`config.mk`:
```
export PLATFORM = sky130hd
export DESIGN_NAME = fixed_point_dct_8x8
export DESIGN_NICKNAME = d
export VERILOG_FILES = /design/src/design/fdct_pkg.sv /design/src/design/fdct_mac.sv /design/src/design/fixed_point_dct_8x8.sv
export SDC_FILE = /design/constraint.sdc
export NUM_CORES = 2
export LEC_CHECK = 0
export BUFFER_PORTS_ARGS = -buffer_cell sky130_fd_sc_hd__buf_4
export CAP_MARGIN = 20
export CORE_MARGIN = 5
export CORE_UTILIZATION = 55
export CTS_BUF_LIST = sky130_fd_sc_hd__clkbuf_16
export CTS_CLUSTER_SIZE = 10
export DETAILED_ROUTE_END_ITERATION = 7
export GPL_ROUTABILITY_DRIVEN = 0
export GPL_TIMING_DRIVEN = 0
export PLACE_DENSITY = 0.71
export SYNTH_ARGS = -nofsm -noshare
export SYNTH_HDL_FRONTEND = slang
export SYNTH_SLANG_ARGS = --single-unit
```
`constraint.sdc`:
```
create_clock -name clk -period 9.1 [get_ports clk]
set_input_delay 0.91 -clock clk [delete_from_list [all_inputs] [get_ports clk]]
set_output_delay 0.91 -clock clk [all_outputs]
set_load 0.01 [all_outputs]
```
`src/design/fdct_pkg.sv`:
```
// Shared widths, cosine constants and the rotation schedule of the fixed-point 8x8 DCT.
package fdct_pkg;

    localparam int SAMPLE_W = 16;
    localparam int OPER_W   = 20;
    localparam int CONST_W  = 15;
    localparam int ACC_W    = 38;
    localparam int FRAC_W   = 15;
    localparam int STEP_W   = 4;
    localparam int LAST_STEP = 9;

    localparam logic [CONST_W-1:0] COS1 = 15'h7D8A;
    localparam logic [CONST_W-1:0] COS2 = 15'h7641;
    localparam logic [CONST_W-1:0] COS3 = 15'h6A6D;
    localparam logic [CONST_W-1:0] COS4 = 15'h5A82;
    localparam logic [CONST_W-1:0] COS5 = 15'h471C;
    localparam logic [CONST_W-1:0] COS6 = 15'h30FB;
    localparam logic [CONST_W-1:0] COS7 = 15'h18F8;
    localparam logic [ACC_W-1:0]   ROUND_HALF = 38'h4000;

    // Steps zero and one form the inner rotation, the others one frequency each.
    localparam logic [STEP_W-1:0] STEP_R5 = 4'd0;
    localparam logic [STEP_W-1:0] STEP_R6 = 4'd1;
    localparam logic [STEP_W-1:0] STEP_F0 = 4'd2;
    localparam logic [STEP_W-1:0] STEP_F1 = 4'd3;
    localparam logic [STEP_W-1:0] STEP_F2 = 4'd4;
    localparam logic [STEP_W-1:0] STEP_F3 = 4'd5;
    localparam logic [STEP_W-1:0] STEP_F4 = 4'd6;
    localparam logic [STEP_W-1:0] STEP_F7 = 4'd7;
    localparam logic [STEP_W-1:0] STEP_F5 = 4'd8;
    localparam logic [STEP_W-1:0] STEP_F6 = 4'd9;

    function automatic logic [CONST_W-1:0] step_const(input logic [STEP_W-1:0] step,
                                                      input logic term);
        logic [CONST_W-1:0] c;
        begin
            case (step)
                STEP_F2: c = term ? COS2 : COS6;
                STEP_F3: c = term ? COS2 : COS6;
                STEP_F4: c = term ? COS1 : COS7;
                STEP_F7: c = term ? COS1 : COS7;
                STEP_F5: c = term ? COS5 : COS3;
                STEP_F6: c = term ? COS5 : COS3;
                default: c = COS4;
            endcase
            return c;
        end
    endfunction

    function automatic logic [2:0] step_freq(input logic [STEP_W-1:0] step);
        logic [2:0] f;
        begin
            case (step)
                STEP_F0: f = 3'd0;
                STEP_F1: f = 3'd4;
                STEP_F2: f = 3'd2;
                STEP_F3: f = 3'd6;
                STEP_F4: f = 3'd1;
                STEP_F7: f = 3'd7;
                STEP_F5: f = 3'd5;
                STEP_F6: f = 3'd3;
                default: f = 3'd0;
            endcase
            return f;
        end
    endfunction

    function automatic logic step_two_terms(input logic [STEP_W-1:0] step);
        return step >= STEP_F2;
    endfunction

endpackage

```
`src/design/fdct_mac.sv`:
```
// Bit-serial multiply-accumulate unit: one constant bit per cycle into a rounding accumulator.
module fdct_mac (
    input  logic                                   clk,
    input  logic                                   rst_n,
    input  logic                                   load,
    input  logic                                   clear,
    input  logic signed [fdct_pkg::OPER_W-1:0]     operand,
    input  logic        [fdct_pkg::CONST_W-1:0]    constant,
    output logic signed [fdct_pkg::ACC_W-1:0]      acc,
    output logic                                   idle
);

    logic signed [fdct_pkg::ACC_W-1:0] acc_reg, acc_next;
    logic signed [fdct_pkg::ACC_W-1:0] mcand_reg, mcand_next;
    logic [fdct_pkg::CONST_W-1:0] mplier_reg, mplier_next;
    logic [3:0] cnt_reg, cnt_next;

    always_comb
    begin
        acc_next    = acc_reg;
        mcand_next  = mcand_reg;
        mplier_next = mplier_reg;
        cnt_next    = cnt_reg;
        if (load)
        begin
            acc_next    = clear ? fdct_pkg::ROUND_HALF : acc_reg;
            mcand_next  = {{(fdct_pkg::ACC_W-fdct_pkg::OPER_W){operand[fdct_pkg::OPER_W-1]}},
                           operand};
            mplier_next = constant;
            cnt_next    = 4'(fdct_pkg::CONST_W);
        end
        else if (cnt_reg != 4'd0)
        begin
            if (mplier_reg[0])
            begin
                acc_next = acc_reg + mcand_reg;
            end
            mcand_next  = mcand_reg <<< 1;
            mplier_next = mplier_reg >> 1;
            cnt_next    = cnt_reg - 4'd1;
        end
    end

    always_ff @(posedge clk or negedge rst_n)
    begin
        if (!rst_n)
        begin
            cnt_reg <= 4'd0;
        end
        else
        begin
            cnt_reg <= cnt_next;
        end
    end

    always_ff @(posedge clk)
    begin
        acc_reg    <= acc_next;
        mcand_reg  <= mcand_next;
        mplier_reg <= mplier_next;
    end

    assign acc  = acc_reg;
    assign idle = (cnt_reg == 4'd0);

endmodule

```
`src/design/fixed_point_dct_8x8.sv`:
```
// Top level of the fixed-point 8x8 forward DCT: sample and transpose stores and the sequencer.
// Usage:
// The input channel takes one sample per transaction, accepted at a rising edge where
// start is high and busy is low. Samples arrive in row-major order of the 8x8 block.
// After the 64th sample busy rises and the block runs sixteen 8-point passes: eight
// over the rows into the transpose store, eight over the columns back into the sample
// store. Each pass loads eight values and then works through ten rotation steps on a
// bit-serial multiplier, sixteen products per pass. The 64 coefficients then leave in
// row-major order, one per cycle, each shown for one cycle with coef_valid high;
// last_of_block marks the 64th. busy falls while the last coefficient is shown, so
// the next block can start at once.
// The receiver cannot stall; results are never held back or repeated.
// Reset clears the sample count and the sequencer; the stores need no clearing since
// every entry is written before it is read.
module fixed_point_dct_8x8 (
    input  logic                                  clk,
    input  logic                                  rst_n,
    input  logic                                  start,
    output logic                                  busy,
    input  logic signed [fdct_pkg::SAMPLE_W-1:0]  sample,
    output logic                                  coef_valid,
    output logic signed [fdct_pkg::SAMPLE_W-1:0]  coefficient,
    output logic        [5:0]                     coef_index,
    output logic                                  last_of_block
);

    typedef enum logic [2:0] {ST_COLLECT, ST_LOAD, ST_ISSUE, ST_WAIT, ST_EMIT} state_t;

    state_t state_reg, state_next;
    logic [5:0] count_reg, count_next;
    logic pass_reg, pass_next;
    logic [2:0] row_reg, row_next;
    logic [3:0] ld_reg, ld_next;
    logic [fdct_pkg::STEP_W-1:0] step_reg, step_next;
    logic term_reg, term_next;
    logic [5:0] emit_reg, emit_next;
    logic valid_reg, valid_next;
    logic [5:0] idx_reg, idx_next;
    logic signed [fdct_pkg::OPER_W-1:0] r5_reg, r5_next, r6_reg, r6_next;
    logic signed [fdct_pkg::SAMPLE_W-1:0] x_reg [8];

    logic signed [fdct_pkg::SAMPLE_W-1:0] s_mem [64];
    logic signed [fdct_pkg::SAMPLE_W-1:0] t_mem [64];
    logic signed [fdct_pkg::SAMPLE_W-1:0] s_rd_reg, t_rd_reg, ld_data, y;
    logic s_we, t_we;
    logic [5:0] s_waddr, s_raddr, t_raddr, y_addr;
    logic signed [fdct_pkg::SAMPLE_W-1:0] s_wdata;

    logic signed [fdct_pkg::OPER_W-1:0] xe [8];
    logic signed [fdct_pkg::OPER_W-1:0] e0, e1, e2, e3, e4, e5, e6, e7;
    logic signed [fdct_pkg::OPER_W-1:0] t0, t1, t2, t3, u4, u5, u6, u7;
    logic signed [fdct_pkg::OPER_W-1:0] operand, q;
    logic mac_load, mac_idle, last_term, finish;
    logic signed [fdct_pkg::ACC_W-1:0] mac_acc;

    always_comb
    begin
        for (int i = 0; i < 8; i++)
        begin
            xe[i] = fdct_pkg::OPER_W'(x_reg[i]);
        end
    end

    assign e0 = (xe[0] + xe[7] + 20'sd1) >>> 1;
    assign e7 = (xe[0] - xe[7] + 20'sd1) >>> 1;
    assign e1 = (xe[1] + xe[6] + 20'sd1) >>> 1;
    assign e6 = (xe[1] - xe[6] + 20'sd1) >>> 1;
    assign e2 = (xe[2] + xe[5] + 20'sd1) >>> 1;
    assign e5 = (xe[2] - xe[5] + 20'sd1) >>> 1;
    assign e3 = (xe[3] + xe[4] + 20'sd1) >>> 1;
    assign e4 = (xe[3] - xe[4] + 20'sd1) >>> 1;
    assign t0 = e0 + e3;
    assign t3 = e0 - e3;
    assign t1 = e1 + e2;
    assign t2 = e1 - e2;
    assign u4 = e4 + r5_reg;
    assign u5 = e4 - r5_reg;
    assign u7 = e7 + r6_reg;
    assign u6 = e7 - r6_reg;

    always_comb
    begin
        case (step_reg)
            fdct_pkg::STEP_R5: operand = e6 - e5;
            fdct_pkg::STEP_R6: operand = e6 + e5;
            fdct_pkg::STEP_F0: operand = t0 + t1;
            fdct_pkg::STEP_F1: operand = t0 - t1;
            fdct_pkg::STEP_F2: operand = term_reg ? t3 : t2;
            fdct_pkg::STEP_F3: operand = term_reg ? -t2 : t3;
            fdct_pkg::STEP_F4: operand = term_reg ? u7 : u4;
            fdct_pkg::STEP_F7: operand = term_reg ? -u4 : u7;
            fdct_pkg::STEP_F5: operand = term_reg ? u6 : u5;
            fdct_pkg::STEP_F6: operand = term_reg ? -u5 : u6;
            default:           operand = '0;
        endcase
    end

    assign mac_load = (state_reg == ST_ISSUE);

    fdct_mac u_mac (
        .clk      (clk),
        .rst_n    (rst_n),
        .load     (mac_load),
        .clear    (!term_reg),
        .operand  (operand),
        .constant (fdct_pkg::step_const(step_reg, term_reg)),
        .acc      (mac_acc),
        .idle     (mac_idle)
    );

    assign q         = mac_acc[fdct_pkg::FRAC_W +: fdct_pkg::OPER_W];
    assign y         = q[fdct_pkg::SAMPLE_W-1:0];
    assign last_term = !fdct_pkg::step_two_terms(step_reg) || term_reg;
    assign finish    = (state_reg == ST_WAIT) && mac_idle && last_term;
    assign y_addr    = {fdct_pkg::step_freq(step_reg), row_reg};

    assign s_we    = ((state_reg == ST_COLLECT) && start) ||
                     (finish && pass_reg && (step_reg >= fdct_pkg::STEP_F0));
    assign s_waddr = (state_reg == ST_COLLECT) ? count_reg : y_addr;
    assign s_wdata = (state_reg == ST_COLLECT) ? sample : y;
    assign t_we    = finish && !pass_reg && (step_reg >= fdct_pkg::STEP_F0);
    assign s_raddr = (state_reg == ST_EMIT) ? emit_reg : {row_reg, ld_reg[2:0]};
    assign t_raddr = {row_reg, ld_reg[2:0]};
    assign ld_data = pass_reg ? t_rd_reg : s_rd_reg;

    always_ff @(posedge clk)
    begin
        if (s_we)
        begin
            s_mem[s_waddr] <= s_wdata;
        end
        s_rd_reg <= s_mem[s_raddr];
    end

    always_ff @(posedge clk)
    begin
        if (t_we)
        begin
            t_mem[y_addr] <= y;
        end
        t_rd_reg <= t_mem[t_raddr];
    end

    always_ff @(posedge clk)
    begin
        if ((state_reg == ST_LOAD) && (ld_reg != 4'd0))
        begin
            x_reg[ld_reg[2:0] - 3'd1] <= ld_data;
        end
    end

    always_comb
    begin
        state_next = state_reg;
        count_next = count_reg;
        pass_next  = pass_reg;
        row_next   = row_reg;
        ld_next    = ld_reg;
        step_next  = step_reg;
        term_next  = term_reg;
        emit_next  = emit_reg;
        r5_next    = r5_reg;
        r6_next    = r6_reg;
        valid_next = (state_reg == ST_EMIT);
        idx_next   = emit_reg;
        case (state_reg)
            ST_COLLECT:
            begin
                if (start)
                begin
                    count_next = count_reg + 6'd1;
                    if (count_reg == 6'd63)
                    begin
                        state_next = ST_LOAD;
                        pass_next  = 1'b0;
                        row_next   = 3'd0;
                        ld_next    = 4'd0;
                    end
                end
            end
            ST_LOAD:
            begin
                ld_next = ld_reg + 4'd1;
                if (ld_reg == 4'd8)
                begin
                    state_next = ST_ISSUE;
                    step_next  = fdct_pkg::STEP_R5;
                    term_next  = 1'b0;
                end
            end
            ST_ISSUE:
            begin
                state_next = ST_WAIT;
            end
            ST_WAIT:
            begin
                if (mac_idle)
                begin
                    if (!last_term)
                    begin
                        term_next  = 1'b1;
                        state_next = ST_ISSUE;
                    end
                    else
                    begin
                        if (step_reg == fdct_pkg::STEP_R5)
                        begin
                            r5_next = q;
                        end
                        if (step_reg == fdct_pkg::STEP_R6)
                        begin
                            r6_next = q;
                        end
                        term_next = 1'b0;
                        step_next = step_reg + 4'd1;
                        state_next = ST_ISSUE;
                        if (step_reg == 4'(fdct_pkg::LAST_STEP))
                        begin
                            ld_next  = 4'd0;
                            row_next = row_reg + 3'd1;
                            state_next = ST_LOAD;
                            if (row_reg == 3'd7)
                            begin
                                pass_next = 1'b1;
                                if (pass_reg)
                                begin
                                    state_next = ST_EMIT;
                                    emit_next  = 6'd0;
                                end
                            end
                        end
                    end
                end
            end
            ST_EMIT:
            begin
                emit_next = emit_reg + 6'd1;
                if (emit_reg == 6'd63)
                begin
                    state_next = ST_COLLECT;
                end
            end
            default:
            begin
                state_next = ST_COLLECT;
            end
        endcase
    end

    always_ff @(posedge clk or negedge rst_n)
    begin
        if (!rst_n)
        begin
            state_reg <= ST_COLLECT;
            count_reg <= 6'd0;
            pass_reg  <= 1'b0;
            row_reg   <= 3'd0;
            ld_reg    <= 4'd0;
            step_reg  <= '0;
            term_reg  <= 1'b0;
            emit_reg  <= 6'd0;
            valid_reg <= 1'b0;
            idx_reg   <= 6'd0;
        end
        else
        begin
            state_reg <= state_next;
            count_reg <= count_next;
            pass_reg  <= pass_next;
            row_reg   <= row_next;
            ld_reg    <= ld_next;
            step_reg  <= step_next;
            term_reg  <= term_next;
            emit_reg  <= emit_next;
            valid_reg <= valid_next;
            idx_reg   <= idx_next;
        end
    end

    always_ff @(posedge clk)
    begin
        r5_reg <= r5_next;
        r6_reg <= r6_next;
    end

    assign busy          = (state_reg != ST_COLLECT);
    assign coef_valid    = valid_reg;
    assign coefficient   = s_rd_reg;
    assign coef_index    = idx_reg;
    assign last_of_block = valid_reg && (idx_reg == 6'd63);

endmodule

```
==> results.cfg <==
[pwr]
total_power_mw = 21.88
irDropWorstVdd_uv = 227.4
p_leak_nw = 43.80
powerDensity_nw_per_um2 = 170.3

[sta]
min_period_ns = 8.141
hold_violations = 0
worstMarginPinSlew_ns = 1.273
worst_slack_ns = 0.9593
rsz0062_at_grt = false
finalSetupViolations = 0
whs_ns = 0.5002
slew_violations = 0
fmax_mhz = 122.8
fin_skew_ns = 0.06605
max_slew_margin_pct = 14.94
period_share_pct = 89.46
timing.setup.tns_ns = 0

[floorplan]
coreArea_sq_um = 204200
dieHeight_um = 462.3
dieWidth_um = 462.3
dieArea_sq_um = 213700
pin_count = 44
start_util_pct = 55.11
rows = 166

[finish]
seq_area_sq_um = 70710
fin_nets = 9582
area_growth_pct = 14.18
final_cell_mix = 2301 x edfxtp_1, 1304 x nand2_1, 448 x ha_1
fillerInstances = 14519
layout_commonest_cell = edfxtp_1
drive_above_1_share_pct = 12.16
multiInputGateArea_sq_um = 39270
finalNonFillerCells = 11881

[route]
vias = 79956
wl_per_cell_um = 31.15
routed_via_density = 6.730
dr.pass1.iters = 8
route.detailed.drc = 3
routed_wl_um = 370100
drt_iter0_markers = 12686
ant_nets = 0

[synthesis]
synth-simple-area-share_pct = 10.55
synthesis.area_sq_um = 112500
synth_cells = 8534
ys_types = 106
synth_mux_area_share_pct = 6.859
ys_ff_latch = 2372
synth_xor_area_share_pct = 2.512
ys_warn_count = 0
synth_edf_count = 2301
synth_area_per_cell_sq_um = 13.18
synth_top_family_by_area = simple AND/OR/NAND/NOR gates
synth_fa_ha_area_share_pct = 5.356
synth_ff_type = edfxtp_1
synthArstFlopShare_pct = 1.644
seq_area_frac_synth_pct = 62.85
synth_nets = 9022
synth_compound_area_share_pct = 9.223

[placement]
dp_hpwl_um = 256700
portBuffers = 43
dp.cells = 11473
place_ws_ns = 1.228

[clock_tree]
root_buffer = clkbuf_16
worst_skew_pair.late_latency_ns = 0.96
cts_buffers = 292
cts.sink_count = 2372
htree_num_levels = 5
ctsResizeCount = 0
clk_pin_slew_worst_paths_ns = 0.06
cts.path.max_buffers = 4
cts_tree = done

[worst_hold_path]
holdCritPathClass = reg2reg

[setup_path]
cpLargestDelayFamily = compound AO/OA/AOI/OAI gates
critPathMostFrequentCell = a21oi_1
worst_setup_path_start_kind = flip-flop
required_ns = 9.75
slowest_stage = a21oi_1
worst_setup_path_end_kind = flip-flop
worst-path-buf-inv = 3
critPathKind = reg2reg
critPathArrivalTime_ns = 8.79
worst_path_largest_cell_delay_ns = 0.53
cp_max_fo = 10

[global_route]
antenna_found_initial = 22
track_usage_pct = 34.13
grt_pass1_vias = 76799
overflow = 0
grt_pass1_wl_um = 525200
grt_max_degree = 65

[run_status]
violations = DRC
outcome = complete, but fails checks

[run]
max-cap-violations = 0
[synth_stat cells, types with 45 or more instances]
cell type  count  area [sq um]
o22ai_1       54         337.8
nand3_1      329          1647
a211oi_1      93         698.2
nand2_1     1321          4959
clkbuf_1     361          1355
a21oi_1      352          1762
ha_1         448          5605
a31oi_1      102         638.1
and3_1       152         950.9
o21bai_1      69         518.0
nor2b_1       64         400.4
nor3_1        91         455.4
o21ai_0      200          1001
edfxtp_1    2301         69100
buf_1         62         232.7
a311oi_1     201          1760
inv_1        345          1295
mux4_2       301          6779
a21o_1        82         615.6
nor2_1       503          1888
xnor2_1      213          1866
mux2i_1       69         690.7
nand2b_1      45         281.5
xor2_1       107         937.2
[per-layer routing]
layer	wire length [um]	global-route usage [%]	vias to the layer above
met1	128100	43.24	39046
met4	31670	23.30	20
met2	162000	51.04	6122
met5	223	0	-
li1	-	-	33303
met3	48060	10.10	1465
[kinds of logic after synthesis]
logic type,count (synthesis)
AO/OA/AOI/OAI,1506
XOR/XNOR,321
adder cells (fa/ha/maj),469
buffers and inverters,786
flip-flops,2372
multiplexers,392
AND/OR/NAND/NOR,2688
[layout make-up]
cell class | instances | area share [%]
antenna | 17 | 0.03311
inverter | 350 | 1.023
timing repair buffer | 266 | 3.312
tap | 2688 | 2.618
clock buffer | 297 | 5.785
buffer | 436 | 1.302
sequential | 2372 | 55.04
multi-input combinational | 5376 | 30.57
clock inverter | 79 | 0.3146
[worst reg2reg max path, delay by kind of cell (launching register included)]
kind / cells / cell delay [ns]
AOI/OAI and AO/OA: 17 / 3.98
and+or+nand+nor: 6 / 1.37
adders and majority gates: 3 / 1.03
xor gates and xnor gates: 2 / 0.50
buffers and inverters: 3 / 0.62
DFF: 1 / 0.40
[metrics by stage]
stage | util (%) | instance area, sq um
final | 62.92 | 128500
after global routing | 62.90 | 128400
after CTS | 62.80 | 128200
after detailed placement | 58.96 | 120400
after global placement | 56.91 | 116200
after floorplan | - | 112500
[power by group]
group | switching (mW) | total (mW) | internal [mW]
logic | 0.0109 | 0.0164 | 0.00550
registers | 0 | 11.8 | 11.8
clock network | 4.24 | 10.1 | 5.82
total | 4.25 | 21.9 | 17.6
[worst paths after layout]
path                             startpoint             endpoint  slack (ns)  cells after the start
hold / removal             u_mac.cnt_reg[3]     u_mac.cnt_reg[3]        0.50                      1
setup / recovery                x_reg[6][0]  u_mac.mcand_reg[26]        0.96                     31
max in group asynchronous             rst_n     u_mac.cnt_reg[3]        8.07                      2
setup reg to reg                x_reg[6][0]  u_mac.mcand_reg[26]        0.96                     31
hold reg to reg            u_mac.cnt_reg[3]     u_mac.cnt_reg[3]        0.50                      1
min in group asynchronous             rst_n        coef_index[2]        0.55                      2
[what timing repair did]
action | in CTS | in global routing
endpoints found under the hold margin | 24 | 0
setup buffers | 0 | 0
hold buffers | 1 | 0
(Power assumes the default switching activity.)
